--- src/rtl/fsd_pkg.sv ---
// Shared types, constants and arithmetic helpers of the error-diffusion dither.
package fsd_pkg;

  localparam int MAX_WIDTH = 2048;
  localparam int COL_W     = 11;
  localparam int ROW_W     = 13;
  localparam int ERR_W     = 18;
  localparam int MEM_W     = 3 * ERR_W;

  localparam logic signed [24:0] ERR_MAX = 25'sd131071;

  // Configuration register indexes.
  localparam logic [1:0] REG_LEVEL  = 2'd0;
  localparam logic [1:0] REG_WIDTH  = 2'd1;
  localparam logic [1:0] REG_HEIGHT = 2'd2;

  // Back end sequencer steps, also used by the channel lanes.
  localparam logic [3:0] ST_IDLE = 4'd0;
  localparam logic [3:0] ST_SUM  = 4'd1;
  localparam logic [3:0] ST_MUL  = 4'd2;
  localparam logic [3:0] ST_QNT  = 4'd3;
  localparam logic [3:0] ST_CLP  = 4'd4;
  localparam logic [3:0] ST_OLO  = 4'd5;
  localparam logic [3:0] ST_OHI  = 4'd6;
  localparam logic [3:0] ST_RLO  = 4'd7;
  localparam logic [3:0] ST_RHI  = 4'd8;
  localparam logic [3:0] ST_ERR  = 4'd9;
  localparam logic [3:0] ST_WR   = 4'd10;
  localparam logic [3:0] ST_WR2  = 4'd11;
  localparam logic [3:0] ST_DONE = 4'd12;

  typedef struct packed {
    logic [7:0] red_in;
    logic [7:0] green_in;
    logic [7:0] blue_in;
    logic [7:0] alpha_in;
  } in_word_t;

  typedef struct packed {
    logic [7:0] red_out;
    logic [7:0] green_out;
    logic [7:0] blue_out;
    logic [7:0] alpha_out;
    logic       frame_end;
  } out_word_t;

  typedef struct packed {
    in_word_t         pix;
    logic [COL_W-1:0] col;
    logic             first_col;
    logic             first_row;
    logic             last_col;
    logic             last_row;
  } tag_t;

  typedef struct packed {
    logic [3:0]  step;
    logic        first_col;
    logic        first_row;
    logic        last_col;
    logic        last_row;
    logic [7:0]  lm1;
    logic [16:0] m_lo;
    logic [16:0] m_hi;
  } lane_ctl_t;

  // ceil(2^33 / (2^bits - 1)): reciprocal of twice the top level, scaled by 2^34.
  function automatic logic [33:0] recip(input logic [3:0] bits);
    logic [33:0] m;
    case (bits)
      4'd1:    m = 34'd8589934592;
      4'd2:    m = 34'd2863311531;
      4'd3:    m = 34'd1227133514;
      4'd4:    m = 34'd572662307;
      4'd5:    m = 34'd277094665;
      4'd6:    m = 34'd136348169;
      4'd7:    m = 34'd67637281;
      default: m = 34'd33686019;
    endcase
    return m;
  endfunction

  function automatic logic signed [ERR_W-1:0] sat_err(input logic signed [24:0] x);
    logic signed [24:0] y;
    if (x > ERR_MAX) begin
      y = ERR_MAX;
    end else if (x < -ERR_MAX) begin
      y = -ERR_MAX;
    end else begin
      y = x;
    end
    return y[ERR_W-1:0];
  endfunction

  // floor((e*k + 8) / 16), saturated.
  function automatic logic signed [ERR_W-1:0] share_err(input logic signed [20:0] e,
                                                      input logic [2:0] k);
    logic signed [24:0] p;
    logic signed [24:0] r;
    p = $signed({{4{e[20]}}, e}) * $signed({22'd0, k});
    r = (p + 25'sd8) >>> 4;
    return sat_err(r);
  endfunction

endpackage

--- src/rtl/fsd_front.sv ---
// Front end: accepts pixel words and tags each with its place in the frame.
module fsd_front (
  input  logic             clk,
  input  logic             rst_n,
  input  logic             in_valid,
  output logic             in_stall,
  input  fsd_pkg::in_word_t in_data,
  input  logic [11:0]      image_width,
  input  logic [12:0]      image_height,
  input  logic             restart,
  input  logic             q_full,
  output logic             q_push,
  output fsd_pkg::tag_t    q_data
);

  logic [fsd_pkg::COL_W-1:0] col_r, col_nxt;
  logic [fsd_pkg::ROW_W-1:0] row_r, row_nxt;
  logic [11:0] w_eff;
  logic [12:0] h_eff;
  logic        last_col;
  logic        last_row;

  always_comb begin
    if (image_width == 12'd0) begin
      w_eff = 12'd1;
    end else if (image_width > 12'(fsd_pkg::MAX_WIDTH)) begin
      w_eff = 12'(fsd_pkg::MAX_WIDTH);
    end else begin
      w_eff = image_width;
    end
    h_eff    = (image_height == 13'd0) ? 13'd1 : image_height;
    last_col = (({1'b0, col_r} + 12'd1) >= w_eff);
    last_row = ((row_r + 13'd1) >= h_eff);
  end

  assign in_stall = q_full;
  assign q_push   = in_valid && !q_full;

  always_comb begin
    q_data.pix       = in_data;
    q_data.col       = col_r;
    q_data.first_col = (col_r == '0);
    q_data.first_row = (row_r == '0);
    q_data.last_col  = last_col;
    q_data.last_row  = last_row;
  end

  always_comb begin
    col_nxt = col_r;
    row_nxt = row_r;
    if (restart) begin
      col_nxt = '0;
      row_nxt = '0;
    end else if (q_push) begin
      if (last_col) begin
        col_nxt = '0;
        row_nxt = last_row ? '0 : row_r + 13'd1;
      end else begin
        col_nxt = col_r + 11'd1;
      end
    end
  end

  always_ff @(posedge clk) begin
    if (!rst_n) begin
      col_r <= '0;
      row_r <= '0;
    end else begin
      col_r <= col_nxt;
      row_r <= row_nxt;
    end
  end

endmodule

--- config.mk ---
export PLATFORM = sky130hd
export DESIGN_NAME = fsd_front
export DESIGN_NICKNAME = d
export VERILOG_FILES = /design/src/rtl/fsd_pkg.sv /design/src/rtl/fsd_front.sv
export SDC_FILE = /design/constraint.sdc
export NUM_CORES = 1
export LEC_CHECK = 0
export BUFFER_PORTS_ARGS = -buffer_cell sky130_fd_sc_hd__buf_2
export CORE_MARGIN = 1.5
export CORE_UTILIZATION = 30
export CTS_CLUSTER_DIAMETER = 50
export DETAILED_ROUTE_END_ITERATION = 6
export PLACE_DENSITY = 0.56
export SLEW_MARGIN = 20
export SYNTH_ARGS = -nofsm -noshare
export SYNTH_HDL_FRONTEND = slang
export SYNTH_SLANG_ARGS = --single-unit
--- constraint.sdc ---
create_clock -name clk -period 5.9 [get_ports clk]
set_clock_uncertainty 0.15 [all_clocks]
set_input_delay 0.295 -clock clk [delete_from_list [all_inputs] [get_ports clk]]
set_output_delay 0.295 -clock clk [all_outputs]
set_load 0.01 [all_outputs]
After elaboration in Yosys (flattened, before gate mapping)
Index checks and enable logic that the tools add are counted.
{"block": "word_totals", "ramBits": 0, "out_inout_bits": 49, "latchBits": 0, "in_bits": 62, "mem_bits_ro": 0, "elab_cells": 22, "n_memories": 0, "register_bits": 24}
{"block": "op_classes", "n_addsub": 3, "n_bitwise": 1, "reduce_logical": 8, "n_mul": 0, "shifts": 0, "n_eq_ne": 0, "magnitude_cmp": 3, "div": 0, "muxes": 5}
{"operator": "$logic_not A13 Y1", "n": 2}
{"operator": "$mux W13", "n": 2}
{"operator": "$mux W12", "n": 2}
{"operator": "$add A13 B1 Y13 const B", "n": 1}
{"operator": "$ge A13 B13 Y1", "n": 1}
{"operator": "$add A11 B1 Y12 const B", "n": 1}
{"operator": "$ge A12 B12 Y1", "n": 1}
{"operator": "$gt A12 B12 Y1 const B", "n": 1}
{"operator": "$logic_not A12 Y1", "n": 1}
{"operator": "$add A11 B1 Y11 const B", "n": 1}
{"operator": "$logic_not A11 Y1", "n": 1}
{"operator": "$mux W11", "n": 1}
{"operator": "$reduce_and A2 Y1", "n": 1}
{"operator": "$reduce_or A2 Y1", "n": 1}
{"operator": "$logic_and A1 B1 Y1", "n": 1}
{"operator": "$logic_not A1 Y1", "n": 1}
{"operator": "$not A1 Y1", "n": 1}

Logic depth before layout (Yosys ltp)
Gate-level depths: netlist of run 1.
{"block": "depth", "word_depth": 5, "mapped_depth": 14, "mapped_depth_nobuf": 12}

Least setup slack after synthesis of run 1
OpenSTA, ideal clock, no wires.
{"block": "synth_path", "kind": "reg2reg", "from": "register col_r[3] in the netlist's numbering", "to": "register row_r[7] in the netlist's numbering", "setup_ns": 0.085, "t_arrival_ns": 2.893, "required_ns": 5.665, "path_buffers": 2, "synth_period_minus_slack_ns": 3.128, "setup_slack_ns": 2.772, "path_stages_with_launch": 15, "path_cell_list": "dfxtp_1 clkbuf_1 nand2_1 nor2_2 nand3_2 and2_1 or2_2 ha_1 a21oi_1 nor2_1 a211o_1 a221oi_2 buf_4 o2bb2a_4 o31ai_2"}
{"block": "synth_via", "elab_chain_cells": 3}
{"element": "start, declared", "line_no": "fsd_front.sv:16", "rtl": "logic [fsd_pkg::COL_W-1:0] col_r, col_nxt;"}
{"element": "start signal, assigned", "line_no": "fsd_front.sv:69", "rtl": "col_r <= col_nxt;"}
{"element": "$add A11 B1 Y12", "line_no": "fsd_front.sv:32", "rtl": "last_col = (({1'b0, col_r} + 12'd1) >= w_eff);"}
{"element": "$ge A12 B12 Y1", "line_no": "fsd_front.sv:32"}
{"element": "$reduce_and A2 Y1 (no source line)"}
{"element": "end signal, assigned", "line_no": "fsd_front.sv:70", "rtl": "row_r <= row_nxt;"}
{"element": "end, declared", "line_no": "fsd_front.sv:17", "rtl": "logic [fsd_pkg::ROW_W-1:0] row_r, row_nxt;"}
Every way passes these cells.
A chain may end at the register's enable or synchronous reset.

Worst setup path in the final report of run 1
{"block": "layout_path", "from": "register col_r[2] in the netlist's numbering", "to": "register row_r[6] in the netlist's numbering"}
The elaborated chain is that of the path after synthesis.

==> results.sh, run 1 <==
export IMPL_drc=0
export IMPL_synth_top_family_by_area="simple AND/OR/NAND/NOR gates"
export IMPL_ir_worst_vdd_mv=0.0876
export IMPL_cts_buffers=3
export IMPL_pwr_share_seq_pct=50.6
export IMPL_hold_ws_ns=0.300
export IMPL_crit_required_ns=5.94
export IMPL_swShare_pct=25.7
export IMPL_synth_nets=379
export IMPL_synth_compound_area_share_pct=17.7
export IMPL_clk_pin_slew_worst_paths_ns=0.09
export IMPL_ant_nets=0
export IMPL_syn_cell_area_um2=2330
export IMPL_setup_viol=0
export IMPL_cts_root_buf="clkbuf_8"
export IMPL_arrival_ns=3.76
export IMPL_die_area_um2=8320
export IMPL_slew_headroom_pct=34.9
export IMPL_synth_cell_types=45
export IMPL_diodes=0
export IMPL_worst_pin_slew_ns=0.976
export IMPL_totalWireLength_um=5120
export IMPL_muxShareOfSynthArea_pct=0
export IMPL_cellPowerDensity_nw_per_um2=132
export IMPL_synth_cells=288
export IMPL_synthAdderAreaFrac_pct=15.5
export IMPL_clkLatencyLatePin_ns=0.27
export IMPL_ys_flop_type="dfxtp_1"
export IMPL_io_buffers=46
export IMPL_ys_ff_latch=24
export IMPL_grt_pass1_wl_um=8310
export IMPL_cts_hold_buf=0
export IMPL_report_final_slew_viol_count=0
export IMPL_drive_above_1_share_pct=23.1
export IMPL_synth_xor_area_share_pct=6.00
export IMPL_grt_antenna_before_repair=0
export IMPL_first_global_vias=1705
export IMPL_yosysSeqAreaShare_pct=20.6
export IMPL_async_reset_ff_share_pct=0
export IMPL_dp_hpwl_um=4160
export IMPL_gp_congestion=0.818
export IMPL_first_iter_violations=94
export IMPL_ctsLongestPathBuffers=2
export IMPL_max_cap_viol_count=0
export IMPL_vias=1898
export IMPL_tns_ns=0
export IMPL_status="finished, final reports clean"
export IMPL_highest_layer="met4"
export IMPL_crit_type="reg2reg"
export IMPL_fin_crit_ns=3.71
export IMPL_fillers=771
export IMPL_nets=386
export IMPL_max_freq_ghz=0.269
export IMPL_drt_vias_per_instance=4.83
export IMPL_grt_max_degree=14
export IMPL_p_sw_uw=82.5
export IMPL_wl_met2_um=2210
export IMPL_postLayoutCoreUtil_pct=33.0
export IMPL_power_leakage_uw=0.00118
export IMPL_dp_cells=389
export IMPL_route_met3_wl_um=194
export IMPL_start_util_pct=31.5
export IMPL_min_delay_path_class="in2reg"
export IMPL_pwr_share_comb_pct=12.8
export IMPL_ctsResizeCount=0
export IMPL_p_int_uw=239
export IMPL_synth_simple_area_share_pct=24.3
export IMPL_cts_tree="built"
export IMPL_die_w_um=91.2
export IMPL_syn_avg_cell_area_um2=8.11
export IMPL_pin_count=111
export IMPL_cts_max_level=1
export IMPL_rows=31
export IMPL_first_pass_iters=4
export IMPL_grt_use_total_pct=12.3
export IMPL_worst_setup_path_end_kind="flip-flop"
export IMPL_cp_max_fo=13
export IMPL_core_area_um2=7410
export IMPL_numClockSinks=24
export IMPL_hold_viol_final=0
export IMPL_post_cts_buffers=0
export IMPL_wl_met1_um=2620
export IMPL_final_cells=393
export IMPL_grt_setup_unrepaired="false"
export IMPL_area_delta_synth_final_pct=4.72
export IMPL_die_h_um=91.2
export IMPL_overflow=0
export IMPL_crit_path_start_kind="flip-flop"
export IMPL_p_clk_share_pct=36.6
export IMPL_avgRoutedWirePerCell_um=13.0
export IMPL_finalCritPeriodShare_pct=63.0
export IMPL_synth_enable_flop_cells=0
export IMPL_yosysWarnings=0
-- per-layer routing --
layer	up-vias	track usage [%]
met5	-	0
met3	18	1.59
met4	0	5.34
met1	845	17.5
li1	998	-
met2	37	18.3
-- Yosys cell counts (all sizes together), types with 5 or more instances --
cell type  number  area [µm²]
dfxtp          24         480
a21oi           7        35.0
xnor2          13         114
clkbuf          5        18.8
and3            9        56.3
nand3          20         110
o21ai           8        40.0
nand2          34         130
buf            39         285
nor4            9        56.3
ha             29         363
nor2           12        47.6
inv            18        67.6
a22o           13         114
-- state kept, by name, indices dropped and copies added, names as in the netlist --
register,count
col_r,11
row_r,13
-- metrics by stage --
step	power, µW	cell area (µm²)	setup WS, ns
final	322	2440	2.19
after global routing	339	2440	1.89
after CTS	324	2440	2.19
after detailed placement	208	2390	2.22
after global placement	207	2380	2.18
after floorplan	212	2330	2.77
-- worst max-delay path, stage by stage, from the launching register on --
cell	delay, ns
dfxtp_1	0.48
nand3_2	0.16
nor2_2	0.18
nand3_2	0.11
and2_1	0.19
or2_2	0.29
ha_1	0.33
a21oi_1	0.15
nor2_1	0.05
a211o_1	0.32
a221oi_2	0.83
o2bb2a_1	0.32
o31ai_2	0.06
-- cells by family (layout without fill, tap and decap cells) --
kind of cell | after synthesis | in the layout
AOI/OAI and AO/OA | 50 | 50
xor gates and xnor gates | 16 | 16
adders and majority gates | 29 | 29
buffers and inverters | 62 | 68
DFF | 24 | 24
and+or+nand+nor | 107 | 107
-- path summary, 6_finish.rpt --
kind	slack [ns]	from	depth (start not counted)	to
hold reg to reg	0.39	row_r[0]	2	row_r[0]
setup reg to reg	2.19	col_r[2]	12	row_r[6]
setup / recovery	2.19	col_r[2]	12	row_r[6]
hold / removal	0.30	restart	4	col_r[0]
-- final cells by class --
class	count	area [µm²]	area share [%]
multi-input combinational	202	1490	60.8
sequential	24	480	19.7
timing repair buffer	46	230	9.42
tap	99	124	5.07
inverter	18	67.6	2.76
clock buffer	4	55.1	2.25
-- power by group through the flow --
stage	Combinational, µW	Clock (µW)	Sequential, µW
after global routing	47.1	129	163
after global placement	40.3	0	166
after detailed placement	41.4	0	167
after CTS	41.5	120	163
after floorplan	45.4	0	167
final	41.1	118	163
-- cells in the final DEF (no fill, tap or decap), drive strengths merged, types with 4 or more instances in the layout --
cell type and n:
dfxtp 24, nor4 9, nor2b 4, o21ai 8
xnor2 13, a21oi 7, nand3 20, and3 9
a22o 13, nand2b 4, o2bb2a 4, buf 46
nor2 12, ha 29, clkbuf 4, or2 4
inv 18, nand2 34
Power figures use the tool's default switching activity.
==> inputs of run 2 (changes only) <==
- ABC_AREA: not set -> 1
- clock period: 5.9 -> 3.4 ns (I/O delays scaled with it)
==> run 2 against run 1 <==
Area after synthesis increased by 13%. Combinational power rose by 100%. Hold slack got worse by 0.11 ns. Non-clock buffer count is 3 higher. Clock power rose by 120%. Cell area is 14% higher. Count of clock-buffer cells in the layout is 1 lower. Routed wire length grew 16%. Setup slack lost 1.8 ns. First-iteration DRC count grew 41%. Sequential cell count did not move. Largest cell class unchanged.
==> results.sh, run 2 <==
export IMPL_power_leakage_uw=0.00160
export IMPL_min_delay_path_class="in2reg"
export IMPL_dp_cells=550
export IMPL_async_reset_ff_share_pct=0
export IMPL_ys_flop_type="dfxtp_1"
export IMPL_largest_register_ffs=13
export IMPL_cts_root_buf="clkbuf_8"
export IMPL_cellPowerDensity_nw_per_um2=223
export IMPL_path_cells="ha_1, nand2_1, inv_1, nand2_1, nor2_1, xor2_1, inv_1, ha_1, nand2_1, nor2_1, nand2_1, nor2_1, nor2_1, nand3_4, buf_2"
export IMPL_yosysWarnings=0
export IMPL_slowest_delay_ns=0.41
export IMPL_yosysSeqAreaShare_pct=18.2
export IMPL_cts_buffers=3
export IMPL_final_common_cell="nand2_1"
export IMPL_overflow=0
export IMPL_synth_cell_types=23
export IMPL_grt_pass1_wl_um=10100
export IMPL_synth_cells=437
export IMPL_vias=2533
export IMPL_synth_enable_flop_cells=0
export IMPL_grt_setup_unrepaired="false"
export IMPL_cp_top_family="simple AND/OR/NAND/NOR gates"
export IMPL_cts_tree="built"
export IMPL_io_buffers=46
export IMPL_ys_top_cells_by_count="nand2_1, inv_1, nor2_1"
export IMPL_totalWireLength_um=5930
export IMPL_arrival_ns=2.68
export IMPL_yosysMostFrequentCell="nand2_1"
export IMPL_ys_top_cells_by_area="dfxtp_1, nand2_1, ha_1, buf_4, inv_1"
export IMPL_grt_antenna_before_repair=0
export IMPL_path_buf_inv=3
export IMPL_dp_hpwl_um=4780
export IMPL_drive_above_1_share_pct=13.7
export IMPL_crit_path_top_delay_cell="dfxtp_1"
export IMPL_hold_viol_final=0
export IMPL_max_freq_ghz=0.333
export IMPL_grt_max_degree=27
export IMPL_post_cts_buffers=0
export IMPL_layout_common_cells="nand2_1, inv_1, nor2_1"
export IMPL_pin_count=111
export IMPL_regMostFlops="row_r"
export IMPL_ys_ff_latch=24
export IMPL_avgRoutedWirePerCell_um=10.7
export IMPL_diodes=0
export IMPL_die_area_um2=9380
export IMPL_setup_viol=0
export IMPL_reg_top3="row_r (13), col_r (11)"
export IMPL_gp_congestion=0.887
export IMPL_syn_avg_cell_area_um2=6.05
export IMPL_die_w_um=96.9
export IMPL_die_h_um=96.9
export IMPL_cp_max_fo=14
export IMPL_syn_cell_area_um2=2640
export IMPL_start_util_pct=30.6
export IMPL_numClockSinks=24
export IMPL_first_global_vias=2232
export IMPL_crit_path_start_kind="flip-flop"
export IMPL_status="finished, final reports clean"
export IMPL_clk_pin_slew_worst_paths_ns=0.10
export IMPL_cts_max_level=1
export IMPL_report_final_slew_viol_count=0
export IMPL_first_pass_iters=4
export IMPL_rows=34
export IMPL_tns_ns=0
export IMPL_area_delta_synth_final_pct=5.87
export IMPL_grt_use_total_pct=12.7
export IMPL_nets=538
export IMPL_max_cap_viol_count=0
export IMPL_first_iter_violations=133
export IMPL_fin_crit_ns=3.00
export IMPL_worst_pin_slew_ns=0.376
export IMPL_finalCritPeriodShare_pct=88.2
export IMPL_ant_nets=0
export IMPL_worst_setup_path_end_kind="output port"
export IMPL_synth_nets=528
export IMPL_ctsLongestPathBuffers=2
export IMPL_slew_headroom_pct=74.9
export IMPL_clkLatencyLatePin_ns=0.27
export IMPL_core_area_um2=8640
export IMPL_synth_top_cell_by_area="dfxtp_1"
export IMPL_crit_type="reg2out"
export IMPL_final_cells=554
export IMPL_drc=0
export IMPL_crit_required_ns=3.08
export IMPL_drt_vias_per_instance=4.57
export IMPL_ir_worst_vdd_mv=0.131
export IMPL_netlist_area_leader_share_pct=18.2
export IMPL_hold_ws_ns=0.186
==> run 2: cell count changes after synthesis, sizes merged, moves of 6 or more <==
cell / delta
nand2: +84
nor2: +55
inv: +53
nand4: +20
a22o: -13
xnor2: -12
a21oi: +11
and3: -9
xor2: +7
nor3: +6
==> run 2: cell type report <==
type                       count  area, µm²
timing repair buffer          49        253
tap                          108        135
clock buffer                   3       41.3
multi-input combinational    297       1590
inverter                      72        270
fill                         978       5840
sequential                    24        480
clock inverter                 1       30.0
==> run 2: final timing paths <==
path              cells past startpoint   endpoint  slack (ns)      start
setup / recovery                     15  q_data[0]        0.40   row_r[0]
hold / removal                        5   row_r[3]        0.19    restart
hold reg to reg                       2  col_r[10]        0.36  col_r[10]
setup reg to reg                     17   row_r[2]        0.49   col_r[0]
==> run 2: per-stage QoR <==
step / util, % / power (µW) / worst slack [ns] / cell area [µm²]
3_5_place_dp: 31.4 / 374 / 0.422 / 2710
6_report: 32.4 / 625 / 0.400 / 2800
5_1_grt: 32.4 / 658 / 0.0477 / 2800
4_1_cts: 32.3 / 634 / 0.101 / 2790
2_1_floorplan: - / 380 / 0.866 / 2640
3_3_place_gp: 31.4 / 373 / 0.479 / 2710
==> run 2: cell families after synthesis <==
family	share of synthesized area [%]
AO/OA/AOI/OAI	4.31
XOR/XNOR	3.65
flip-flops	18.2
adder cells (fa/ha/maj)	13.7
AND/OR/NAND/NOR	37.9
buffers and inverters	22.2
==> run 2: where the power goes <==
| part | switching, µW | internal (µW) |
|---|---|---|
| clock network | 101 | 157 |
| registers | 1.26 | 282 |
| logic | 49.4 | 34.3 |
==> run 2: metal layers <==
| metal | wire length, µm | vias up | GRT usage [%] |
|---|---|---|---|
| met5 | 0 | - | 0 |
| met4 | 55 | 0 | 3.23 |
| met3 | 365 | 4 | 2.17 |
| met2 | 2640 | 83 | 20.3 |
| met1 | 2860 | 1098 | 17.6 |
| li1 | - | 1348 | - |
==> run 2: worst reg2reg max path, delay by kind of cell, from the launching register on <==
family	cells	cell delay [ns]
AND/OR/NAND/NOR	15	1.67
adder cells (fa/ha/maj)	2	0.55
flip-flops	1	0.44
==> run 2: timing repair <==
item                       in CTS  in global routing
resized for setup               0                  2
setup endpoints to repair       0                  1
hold buffers                    0                  0
