`config.mk`:
```
export PLATFORM = sky130hd
export DESIGN_NAME = fsd_queue
export DESIGN_NICKNAME = d
export VERILOG_FILES = /design/src/rtl/fsd_pkg.sv /design/src/rtl/fsd_queue.sv
export SDC_FILE = /design/constraint.sdc
export NUM_CORES = 1
export LEC_CHECK = 0
export ABC_AREA = 1
export ABC_CLOCK_PERIOD_IN_PS = 3550
export BUFFER_PORTS_ARGS = -buffer_cell sky130_fd_sc_hd__buf_2
export CAP_MARGIN = 25
export CORE_MARGIN = 8
export CORE_UTILIZATION = 25
export DETAILED_ROUTE_END_ITERATION = 8
export PLACE_DENSITY = 0.41
export RECOVER_POWER = 100
export SYNTH_ARGS = -nofsm -noshare
export SYNTH_HDL_FRONTEND = slang
export SYNTH_SLANG_ARGS = --single-unit
```
`constraint.sdc`:
```
create_clock -name clk -period 3.55 [get_ports clk]
set_clock_uncertainty 0.2 [all_clocks]
set_input_delay 0.355 -clock clk [delete_from_list [all_inputs] [get_ports clk]]
set_output_delay 0.355 -clock clk [all_outputs]
set_load 0.005 [all_outputs]
```
`src/rtl/fsd_pkg.sv`:
```
// Shared types, constants and arithmetic helpers of the error-diffusion dither.
package fsd_pkg;

  localparam int MAX_WIDTH = 2048;
  localparam int COL_W     = 11;
  localparam int ROW_W     = 13;
  localparam int ERR_W     = 18;
  localparam int MEM_W     = 3 * ERR_W;

  localparam logic signed [24:0] ERR_MAX = 25'sd131071;

  // Configuration register indexes.
  localparam logic [1:0] REG_LEVEL  = 2'd0;
  localparam logic [1:0] REG_WIDTH  = 2'd1;
  localparam logic [1:0] REG_HEIGHT = 2'd2;

  // Back end sequencer steps, also used by the channel lanes.
  localparam logic [3:0] ST_IDLE = 4'd0;
  localparam logic [3:0] ST_SUM  = 4'd1;
  localparam logic [3:0] ST_MUL  = 4'd2;
  localparam logic [3:0] ST_QNT  = 4'd3;
  localparam logic [3:0] ST_CLP  = 4'd4;
  localparam logic [3:0] ST_OLO  = 4'd5;
  localparam logic [3:0] ST_OHI  = 4'd6;
  localparam logic [3:0] ST_RLO  = 4'd7;
  localparam logic [3:0] ST_RHI  = 4'd8;
  localparam logic [3:0] ST_ERR  = 4'd9;
  localparam logic [3:0] ST_WR   = 4'd10;
  localparam logic [3:0] ST_WR2  = 4'd11;
  localparam logic [3:0] ST_DONE = 4'd12;

  typedef struct packed {
    logic [7:0] red_in;
    logic [7:0] green_in;
    logic [7:0] blue_in;
    logic [7:0] alpha_in;
  } in_word_t;

  typedef struct packed {
    logic [7:0] red_out;
    logic [7:0] green_out;
    logic [7:0] blue_out;
    logic [7:0] alpha_out;
    logic       frame_end;
  } out_word_t;

  typedef struct packed {
    in_word_t         pix;
    logic [COL_W-1:0] col;
    logic             first_col;
    logic             first_row;
    logic             last_col;
    logic             last_row;
  } tag_t;

  typedef struct packed {
    logic [3:0]  step;
    logic        first_col;
    logic        first_row;
    logic        last_col;
    logic        last_row;
    logic [7:0]  lm1;
    logic [16:0] m_lo;
    logic [16:0] m_hi;
  } lane_ctl_t;

  // ceil(2^33 / (2^bits - 1)): reciprocal of twice the top level, scaled by 2^34.
  function automatic logic [33:0] recip(input logic [3:0] bits);
    logic [33:0] m;
    case (bits)
      4'd1:    m = 34'd8589934592;
      4'd2:    m = 34'd2863311531;
      4'd3:    m = 34'd1227133514;
      4'd4:    m = 34'd572662307;
      4'd5:    m = 34'd277094665;
      4'd6:    m = 34'd136348169;
      4'd7:    m = 34'd67637281;
      default: m = 34'd33686019;
    endcase
    return m;
  endfunction

  function automatic logic signed [ERR_W-1:0] sat_err(input logic signed [24:0] x);
    logic signed [24:0] y;
    if (x > ERR_MAX) begin
      y = ERR_MAX;
    end else if (x < -ERR_MAX) begin
      y = -ERR_MAX;
    end else begin
      y = x;
    end
    return y[ERR_W-1:0];
  endfunction

  // floor((e*k + 8) / 16), saturated.
  function automatic logic signed [ERR_W-1:0] share_err(input logic signed [20:0] e,
                                                      input logic [2:0] k);
    logic signed [24:0] p;
    logic signed [24:0] r;
    p = $signed({{4{e[20]}}, e}) * $signed({22'd0, k});
    r = (p + 25'sd8) >>> 4;
    return sat_err(r);
  endfunction

endpackage

```
`src/rtl/fsd_queue.sv`:
```
// Two-entry queue that decouples the pixel front end from the back end.
module fsd_queue (
  input  logic         clk,
  input  logic         rst_n,
  input  logic         push,
  input  fsd_pkg::tag_t push_data,
  input  logic         pop,
  output logic         full,
  output logic         not_empty,
  output fsd_pkg::tag_t head
);

  fsd_pkg::tag_t entry_r [2];
  logic       wr_ptr_r, wr_ptr_nxt;
  logic       rd_ptr_r, rd_ptr_nxt;
  logic [1:0] count_r, count_nxt;

  assign full      = (count_r == 2'd2);
  assign not_empty = (count_r != 2'd0);
  assign head      = entry_r[rd_ptr_r];

  always_comb begin
    wr_ptr_nxt = push ? ~wr_ptr_r : wr_ptr_r;
    rd_ptr_nxt = pop  ? ~rd_ptr_r : rd_ptr_r;
    count_nxt  = count_r + {1'b0, push} - {1'b0, pop};
  end

  always_ff @(posedge clk) begin
    if (!rst_n) begin
      wr_ptr_r <= 1'b0;
      rd_ptr_r <= 1'b0;
      count_r  <= 2'd0;
    end else begin
      wr_ptr_r <= wr_ptr_nxt;
      rd_ptr_r <= rd_ptr_nxt;
      count_r  <= count_nxt;
    end
  end

  always_ff @(posedge clk) begin
    if (push) begin
      entry_r[wr_ptr_r] <= push_data;
    end
  end

endmodule

```
## Yosys cells after proc, flatten, opt, wreduce, memory -nomap -nowiden

Memory sizes are Yosys's and may differ from the RTL's. A register that Yosys moved wholly into a read port is not among the register bits.
Index checks and enable logic that the tools add are counted.

- Register bits after elaboration: 4
- Latch bits: 0
- Memory bits (writable): 94
- Bits in read-only memories: 0
- Memories kept: 1

Memory list:

| name | depth | width | rd ports | clocked after memory_dff | wr ports | RTL line | text |
|---|---|---|---|---|---|---|---|
| entry_r | 2 | 47 | 1 | 1 | 1 | fsd_queue.sv:13 | `fsd_pkg::tag_t entry_r [2];` |

- Add/subtract/negate cells: 2
- $mul: 0
- Divide/modulo/power cells: 0
- $lt $le $gt $ge: 0
- Equal/unequal tests: 1
- Shift operators: 0
- Multiplexer cells: 4
- Bitwise operators: 2
- Reduce and logical (&&, ||, !) cells: 1

Operator list:

| operator | count |
|---|---|
| $mux 1 | 4 |
| $add 2x1->2 | 1 |
| $eq 2x2->1 const B | 1 |
| $not 1->1 | 2 |
| $reduce_bool 2->1 | 1 |
| $sub 2x1->2 | 1 |

## Longest topological paths before layout

Gate-level depths: netlist (run 1).

- Depth after elaboration: 3
- Mapped depth: 9
- Depth with buffers taken out: 9

## Worst setup path before layout (run 1)

OpenSTA, ideal clock, no wires.

- Path type: in2reg
- Start point: input push
- End point: memory entry_r[0][0] (netlist name) (enable)
- Library setup time: 0.453 ns
- Data arrival time: 2.370 ns
- Data required time: 2.897 ns
- Path slack: 0.527 ns
- Stages: 2
- Cells stage by stage: inv_1 nor2_1

- Cells in the longest elaborated chain, start to end: 2

RTL lines:

| element | RTL line | text |
|---|---|---|
| start: declaration | fsd_queue.sv:5 | `input logic push,` |
| $mux 1 | fsd_queue.sv:41 | `if (push) begin` |
| $mux 1 (implied by the code) | fsd_queue.sv:42 | `entry_r[wr_ptr_r] <= push_data;` |
| end: declaration | fsd_queue.sv:13 |  |

Every way passes these cells.

## Final worst setup path (run 1)

- Start point: register wr_ptr_r
- End point: memory entry_r[0][24] (netlist name) (enable)

RTL lines:

| element | RTL line | text |
|---|---|---|
| start: declaration | fsd_queue.sv:14 | `logic wr_ptr_r, wr_ptr_nxt;` |
| start signal: assignment | fsd_queue.sv:34 | `wr_ptr_r <= wr_ptr_nxt;` |

Straight into the memory's write port.

==> results of run 1 <==
-- state kept, by name (all words and copies together), names as in the netlist, named ones only --
name,count
count_r,2
wr_ptr_r,1
rd_ptr_r,1
entry_r,94
-- area by class of cell --
cell class | instances | area, um2 | share of cell area (%)
sequential | 99 | 2927 | 58.49
clock inverter | 4 | 41.29 | 0.8252
timing repair buffer | 145 | 910.9 | 18.20
tap | 184 | 230.2 | 4.601
clock buffer | 12 | 236.5 | 4.726
multi-input combinational | 68 | 631.9 | 12.63
inverter | 7 | 26.28 | 0.5251
-- kinds of logic after synthesis --
family / Yosys count / share of synthesized area, %
AO/OA/AOI/OAI: 1 / 0.1337
buffers and inverters: 12 / 2.041
multiplexers: 47 / 17.16
adder cells (fa/ha/maj): 2 / 0.6690
flip-flops: 99 / 78.15
AND/OR/NAND/NOR: 18 / 1.840
-- through the flow --
step / util, % / setup WS [ns] / instance area [um2] / power [mW] / instances
after floorplan: - / 0.5274 / 3740 / 1.532 / 179
after global placement: 30.53 / 1.442 / 4454 / 1.649 / 459
after detailed placement: 30.53 / 1.458 / 4454 / 1.655 / 459
after CTS: 35.45 / 1.072 / 5172 / 2.642 / 519
after global routing: 34.30 / 0.7141 / 5004 / 2.676 / 519
final: 34.30 / 0.9122 / 5004 / 2.547 / 519
-- synth_stat cells (all sizes together) --
master  count
nand2       9
buf         5
nand3       1
mux2       47
nor2        8
a21oi       1
edfxtp     94
inv         7
ha          2
dfxtp       5
-- how the worst max path moves through the flow --
| stage | from | to | slack (ns) | depth (start not counted) |
|---|---|---|---|---|
| finish | wr_ptr_r$_SDFFE_PN0P_ | entry_r[0][24]$_DFFE_PP_ | 0.91 | 2 |
| floorplan | push | entry_r[0][0]$_DFFE_PP_ | 0.53 | 2 |
| global placement | register | head[5] | 1.44 | 2 |
| global route | wr_ptr_r$_SDFFE_PN0P_ | entry_r[0][24]$_DFFE_PP_ | 0.71 | 2 |
| CTS | register | head[5] | 1.07 | 2 |
| detailed placement | register | head[5] | 1.46 | 2 |
-- layer usage --
layer	GRT usage (%)	vias to the layer above	wire, um
met2	12.52	64	3533
met3	3.014	12	461
met5	0	-	0
met4	5.149	0	192
met1	9.531	957	3574
li1	-	985	-
-- power breakdown --
group / total (mW) / switching [mW] / internal, mW
clock network: 0.931 / 0.391 / 0.540
logic: 0.236 / 0.108 / 0.127
registers: 1.38 / 0.0301 / 1.35
total: 2.55 / 0.530 / 2.02
==> flow_metrics.tcl, run 1 <==
set metrics [dict create \
    slew_violations 19 \
    layout.nets 383 \
    die_w_um 138.3 \
    clkTransAtPathRegs_ns 0.06 \
    ys_ff_latch 99 \
    path_class "reg -> reg" \
    hpwl_mm 4.932 \
    place_congestion 0.6702 \
    clockBufferDepth 2 \
    port_buffers 99 \
    timing.final.crit_share_pct 74.30 \
    routed_wl_mm 7.761 \
    reg2reg_from "wr_ptr_r$_SDFFE_PN0P_" \
    cp_top_family "simple AND/OR/NAND/NOR gates" \
    num-fill-cells 1443 \
    arrival_ns 2.47 \
    drc 0 \
    tritoncts "yes" \
    track_usage_pct 8.177 \
    r2r_slack_ns 0.91 \
    yosys.area.top_type "edfxtp_1" \
    root_buffer "clkbuf_16" \
    ctsResizeCount 0 \
    antenna_found_initial 0 \
    overflow 0 \
    insertion_delay_ns 0.34 \
    leakage_nw 1.818 \
    die_h_um 138.3 \
    antenna_left 0 \
    synth_top_area_share_pct 75.48 \
    hold_viol_final 0 \
    fin_crit_ns 2.638 \
    start_kind "register" \
    htreeDepth 3 \
    worst_pin_slew_ns 2.002 \
    slew-limit-headroom_pct -33.97 \
    syn_area_um2 3740 \
    numCtsBuffers 9 \
    drtIter0Drc 61 \
    min_to "entry_r[1][29]$_DFFE_PP_" \
    syn_area_per_cell_um2 20.89 \
    max_stage_delay_ns 1.48 \
    cts-hold-fix-buffers 44 \
    cpMaxStageDelayCell "nor2_1" \
    dieArea_um2 19130 \
    initial_core_util_pct 25.63 \
    antenna_cells 0 \
    synthTopCellsByArea "edfxtp_1 (75%), mux2_4 (12%), mux2_2 (5.1%)" \
    violations "capacitance limit, slew limit" \
    hold_path_startpoint "push_data[29]" \
    clock.fmax_ghz 0.3791 \
    grt_pass1_vias 2249 \
    row_count 44 \
    whs_ns 0.05645 \
    hold_path.class "in -> reg" \
    drv_cap 1 \
    crit_chain "nor2_1, buf_12" \
    finalSetupTns_ns 0 \
    ys_warn_count 0 \
    io_pins 100 \
    synthDistinctLibCells 12 \
    layout-drive-gt1-share_pct 26.57 \
    cp.required_ns 3.38 \
    syn2layout_area_growth_pct 33.79 \
    clock-sinks 99 \
    grt_pass1_wl_mm 11.90 \
    grt_max_degree 48 \
    ir_drop_uv 213.5 \
    post_cts_buffers 0 \
    yosysSeqAreaShare_pct 78.15 \
    worst_setup_path_end_kind "register" \
    wl_per_cell_um 14.95 \
    via_per_inst 3.888 \
    layout_commonest_cell "edfxtp_1" \
    syn_inst 179 \
    dr.pass1.iters 4 \
    setup_viol 0 \
    critical_path_buf_inv_count 1 \
    layout_common_cells "edfxtp_1 (94), buf_2 (58), dlygate4sd3_1 (44)" \
    timing.rr.end "entry_r[0][24]$_DFFE_PP_" \
    syn_nets 232 \
    min_delay_path_depth 1 \
    core-area_um2 14590 \
    path_max_fanout 29 \
    rsz0062_at_grt "no" \
    p_per_area_nw_per_um2 509.0 \
    ff2ff_path_depth 2 \
    num_vias 2018 \
    outcome "complete, but fails checks" \
]
Note: power is estimated with default switching activity, not from simulation.
==> run 2: changes to the inputs <==
--- a/config.mk
+++ b/config.mk
@@ -6,13 +6,13 @@
 export NUM_CORES = 1
 export LEC_CHECK = 0
 export ABC_AREA = 1
-export ABC_CLOCK_PERIOD_IN_PS = 3550
+export ABC_CLOCK_PERIOD_IN_PS = 2350
 export BUFFER_PORTS_ARGS = -buffer_cell sky130_fd_sc_hd__buf_2
 export CAP_MARGIN = 25
 export CORE_MARGIN = 8
 export CORE_UTILIZATION = 25
 export DETAILED_ROUTE_END_ITERATION = 8
-export PLACE_DENSITY = 0.41
+export PLACE_DENSITY = 0.42
 export RECOVER_POWER = 100
 export SYNTH_ARGS = -nofsm -noshare
 export SYNTH_HDL_FRONTEND = slang
==> constraint.sdc (replaced) <==
create_clock -name clk -period 2.35 [get_ports clk]
set_clock_uncertainty 0.2 [all_clocks]
set_input_delay 0.235 -clock clk [delete_from_list [all_inputs] [get_ports clk]]
set_output_delay 0.235 -clock clk [all_outputs]
set_load 0.005 [all_outputs]
==> run 2 against run 1 <==
Against the previous run: the flow now finishes without violations; global-route usage is 0.41 points higher; worst setup slack worse by 0.67 ns; sequential power is 50% higher; critical path type is now reg -> out; critical endpoint is now head[25].
==> flow_metrics.tcl, run 2 (same netlist as run 1, synthesis figures left out) <==
set metrics [dict create \
    hpwl_mm 4.997 \
    grt_max_degree 48 \
    num_vias 2074 \
    clock-sinks 99 \
    numCtsBuffers 9 \
    initial_core_util_pct 25.63 \
    hold_path.class "reg -> reg" \
    slew-limit-headroom_pct 49.32 \
    row_count 44 \
    arrival_ns 1.68 \
    post-route-util_pct 34.77 \
    layout-drive-gt1-share_pct 27.11 \
    antenna_cells 0 \
    routed_wl_mm 7.954 \
    fin_crit_ns 2.111 \
    clkTransAtPathRegs_ns 0.07 \
    htreeDepth 3 \
    cts-hold-fix-buffers 50 \
    antenna_left 0 \
    layout_commonest_cell "edfxtp_1" \
    layout_common_cells "edfxtp_1 (94), buf_2 (51), dlygate4sd3_1 (50)" \
    track_usage_pct 8.585 \
    outcome "finished clean" \
    worst_setup_path_end_kind "primary output" \
    antenna_found_initial 0 \
    wl_per_cell_um 15.09 \
    path_max_fanout 27 \
    leakage_nw 1.828 \
    drv_cap 0 \
    overflow 0 \
    post_cts_buffers 0 \
    drtIter0Drc 74 \
    port_buffers 99 \
    grt_pass1_wl_mm 12.73 \
    slew_violations 0 \
    tritoncts "yes" \
    min_to "rd_ptr_r$_SDFFE_PN0P_" \
    r2r_slack_ns 0.60 \
    cpMaxStageDelayCell "dfxtp_4" \
    via_per_inst 3.935 \
    path_class "reg -> out" \
    die_w_um 138.3 \
    root_buffer "clkbuf_16" \
    ff2ff_path_depth 3 \
    ir_drop_uv 263.9 \
    crit_chain "buf_6, mux2_1, buf_2" \
    reg.largest.list "entry_r (94), count_r (2)" \
    dp_cells 461 \
    num-fill-cells 1447 \
    max_stage_delay_ns 0.47 \
    timing.final.crit_share_pct 89.82 \
    whs_ns 0.3003 \
    core-area_um2 14590 \
    rsz0062_at_grt "no" \
    p_total_mw 3.790 \
    p_per_area_nw_per_um2 747.2 \
    layout.nets 391 \
    hold_path_startpoint "rd_ptr_r$_SDFFE_PN0P_" \
    io_pins 100 \
    start_kind "register" \
    insertion_delay_ns 0.34 \
    finalSetupTns_ns 0 \
    grt_pass1_vias 2424 \
    clock.fmax_ghz 0.4738 \
    clockBufferDepth 2 \
    dieArea_um2 19130 \
    reg2reg_from "wr_ptr_r$_SDFFE_PN0P_" \
    die_h_um 138.3 \
    setup_viol 0 \
    hold_viol_final 0 \
    place_congestion 0.6308 \
    largest_reg_flops 94 \
    final_cell_count_no_fill 527 \
    syn2layout_area_growth_pct 35.63 \
    min_delay_path_depth 2 \
    timing.rr.end "entry_r[1][19]$_DFFE_PP_" \
    ctsResizeCount 0 \
    dr.pass1.iters 4 \
    drc 0 \
    regMostFlops "entry_r" \
    cp.required_ns 1.91 \
    worst_pin_slew_ns 0.7602 \
]
## run 2: cell type report
cell class	instances	area [um2]	area share (%)
clock buffer	9	225.2	4.440
clock inverter	7	45.04	0.8880
inverter	7	26.28	0.5180
multi-input combinational	68	650.6	12.83
sequential	99	2927	57.70
tap	184	230.2	4.539
timing repair buffer	153	968.4	19.09
## run 2: critical path, delay by kind of cell, from the launching register on
kind	cells	cell delay [ns]
flops	1	0.47
buf+inv	2	0.46
mux	1	0.38
## run 2: worst max-delay path by stage
stage / end / slack, ns / start
after floorplan: entry_r[0][0]$_DFFE_PP_ / 0.18 / wr_ptr_r$_SDFFE_PN0P_
after global placement: head[46] / 0.60 / register
after detailed placement: head[7] / 0.61 / register
after CTS: head[46] / 0.21 / register
after global routing: head[25] / 0.13 / register
final: head[25] / 0.24 / register
## run 2: report_power, final
group | switching [mW] | internal (mW) | leakage (nW)
logic | 0.187 | 0.201 | 0.777
registers | 0.0279 | 2.04 | 0.925
clock network | 0.623 | 0.711 | 0.126
## run 2: metrics by stage
step	setup slack, ns	instance area [um2]
floorplan	0.1765	3742
global placement	0.6047	4494
detailed placement	0.6099	4494
CTS	0.2115	5265
global route	0.1339	5072
finish	0.2393	5072
## run 2: layer usage
layer  vias to the layer above  wire [um]  GRT usage, %
met5                         -          0             0
met4                         0        173         4.805
met3                        11        454         3.082
met2                        64       3781         13.87
met1                       996       3544         9.679
li1                       1003          -             -
==> run 3: changes to the inputs <==
--- a/config.mk
+++ b/config.mk
@@ -7,12 +7,12 @@
 export LEC_CHECK = 0
 export ABC_AREA = 1
 export ABC_CLOCK_PERIOD_IN_PS = 2350
-export BUFFER_PORTS_ARGS = -buffer_cell sky130_fd_sc_hd__buf_2
 export CAP_MARGIN = 25
 export CORE_MARGIN = 8
 export CORE_UTILIZATION = 25
 export DETAILED_ROUTE_END_ITERATION = 8
-export PLACE_DENSITY = 0.42
+export DONT_BUFFER_PORTS = 1
+export PLACE_DENSITY = 0.37
 export RECOVER_POWER = 100
 export SYNTH_ARGS = -nofsm -noshare
 export SYNTH_HDL_FRONTEND = slang
==> run 3 against run 2 <==
Against the previous run: critical path depth fell by 1; final area fell by 8.4%; worst hold slack got worse by 0.15 ns; clock-buffer cell count rose by 1; register-to-register slack got worse by 0.30 ns; via count fell by 16%; total power fell by 0.88%; die area did not move; fmax rose by 3.0%; sequential power barely moved; cell count fell by 19%; largest power group unchanged.
==> flow_metrics.tcl, run 3 (same netlist as run 1, synthesis figures left out) <==
set metrics [dict create \
    initial_core_util_pct 25.63 \
    cpMaxStageDelayCell "clkbuf_2" \
    start_kind "register" \
    antenna_left 0 \
    arrival_ns 1.79 \
    dp_cells 362 \
    p_per_area_nw_per_um2 808.8 \
    reg.largest.list "entry_r (94), count_r (2)" \
    fin_crit_ns 2.050 \
    switching_share_pct 20.44 \
    wl_per_cell_um 16.97 \
    num_vias 1740 \
    syn2layout_area_growth_pct 24.19 \
    place_ws_ns 0.8422 \
    place_congestion 0.6196 \
    port_buffers 0 \
    crit_chain "nor2_4, clkbuf_2" \
    numCtsBuffers 9 \
    leakage_nw 1.587 \
    regMostFlops "entry_r" \
    clock.fmax_ghz 0.4878 \
    row_count 44 \
    drv_cap 0 \
    ff2ff_path_depth 2 \
    grt_max_degree 48 \
    cp.required_ns 2.09 \
    final_cell_count_no_fill 429 \
    worst_pin_slew_ns 1.320 \
    hold_path.class "in -> reg" \
    p_int_mw 2.989 \
    finalSetupTns_ns 0 \
    io_pins 100 \
    slew_violations 0 \
    cts-hold-fix-buffers 51 \
    post_cts_buffers 0 \
    layout_commonest_cell "edfxtp_1" \
    core-area_um2 14590 \
    overflow 0 \
    comb_power_share_pct 7.9 \
    drc 0 \
    die_w_um 138.3 \
    tritoncts "yes" \
    setup_viol 0 \
    r2r_slack_ns 0.30 \
    path_max_fanout 47 \
    reg2reg_from "wr_ptr_r$_SDFFE_PN0P_" \
    hpwl_mm 4.919 \
    dieArea_um2 19130 \
    timing.final.crit_share_pct 87.23 \
    max_stage_delay_ns 0.97 \
    p_seq_share_pct 54.9 \
    post-route-util_pct 31.84 \
    critical_path_buf_inv_count 1 \
    routed_wl_mm 7.279 \
    htreeDepth 3 \
    cp-endpoint "entry_r[0][34]$_DFFE_PP_" \
    layout-drive-gt1-share_pct 8.980 \
    clock-sinks 99 \
    hold_viol_final 0 \
    root_buffer "clkbuf_16" \
    slew-limit-headroom_pct 12.01 \
    ir_drop_uv 364.2 \
    antenna_cells 0 \
    timing.rr.end "entry_r[0][34]$_DFFE_PP_" \
    drtIter0Drc 81 \
    fin_area_um2 4644 \
    crit_start "wr_ptr_r$_SDFFE_PN0P_" \
    largest_reg_flops 94 \
    dr.pass1.iters 4 \
    clkTransAtPathRegs_ns 0.06 \
    place_area_um2 3984 \
    insertion_delay_ns 0.34 \
    clockBufferDepth 2 \
    rsz0062_at_grt "no" \
    cp_top_family "buffers and inverters" \
    outcome "finished clean" \
    power.share.clock_pct 37.1 \
    grt_pass1_wl_mm 11.32 \
    die_h_um 138.3 \
    ctsResizeCount 0 \
    layout_common_cells "edfxtp_1 (94), dlygate4sd3_1 (51), mux2_1 (43)" \
    switchingPower_mw 0.7677 \
    antenna_found_initial 0 \
    setup_ws_ns 0.3001 \
    cp.depth 2 \
    track_usage_pct 7.855 \
    grt_pass1_vias 1979 \
    path_class "reg -> reg" \
    via_per_inst 4.056 \
    worst_setup_path_end_kind "register" \
    layout.nets 293 \
]
## run 3: layout make-up
class / instances / area [um2]
Fill cell: 1434 / 9945
Clock buffer: 10 / 229.0
Clock inverter: 6 / 56.30
Multi-Input combinational cell: 68 / 643.1
Inverter: 7 / 26.28
Timing Repair Buffer: 55 / 536.8
Sequential cell: 99 / 2923
Tap cell: 184 / 230.2
## run 3: power by group through the flow
stage          logic (mW)  clock network (mW)  registers, mW
6_report            0.298                1.39           2.06
2_1_floorplan       0.217                   0           2.10
3_5_place_dp        0.284                   0           2.10
4_1_cts             0.369                1.47           2.07
5_1_grt             0.333                1.52           2.07
3_3_place_gp        0.275                   0           2.10
## run 3: worst min-delay path, delay by kind of cell
| family | cells | cell delay (ns) |
|---|---|---|
| and+or+nand+nor | 2 | 0.16 |
| adders and majority gates | 1 | 0.15 |
| AOI/OAI and AO/OA | 1 | 0.06 |
| buffers and inverters | 1 | 0.04 |
## run 3: per-stage QoR
step | total power [mW] | hold WS [ns]
6_report | 3.756 | 0.1501
3_3_place_gp | 2.375 | 0.1340
3_5_place_dp | 2.389 | 0.1340
4_1_cts | 3.903 | 0.1287
5_1_grt | 3.930 | 0.1547
2_1_floorplan | 2.314 | 0.1285
## run 3: worst min-delay path by stage
stage / to / start / slack (ns) / cells past startpoint
after floorplan: count_r[0]$_SDFF_PN0_ / rst_n / 0.13 / 2
after global placement: entry_r[1][5]$_DFFE_PP_ / push_data[5] / 0.13 / 0
after detailed placement: entry_r[0][8]$_DFFE_PP_ / push_data[8] / 0.13 / 0
after CTS: count_r[1]$_SDFF_PN0_ / push / 0.13 / 5
after global routing: count_r[1]$_SDFF_PN0_ / push / 0.15 / 5
final: count_r[1]$_SDFF_PN0_ / push / 0.15 / 5
## run 3: layer usage
layer	global-route usage, %	part of all wire [%]	vias to the layer above
met5	0	0	-
met4	5.149	2.5	0
met3	3.664	7.5	11
met2	12.57	49	69
met1	8.157	41	859
li1	-	-	801
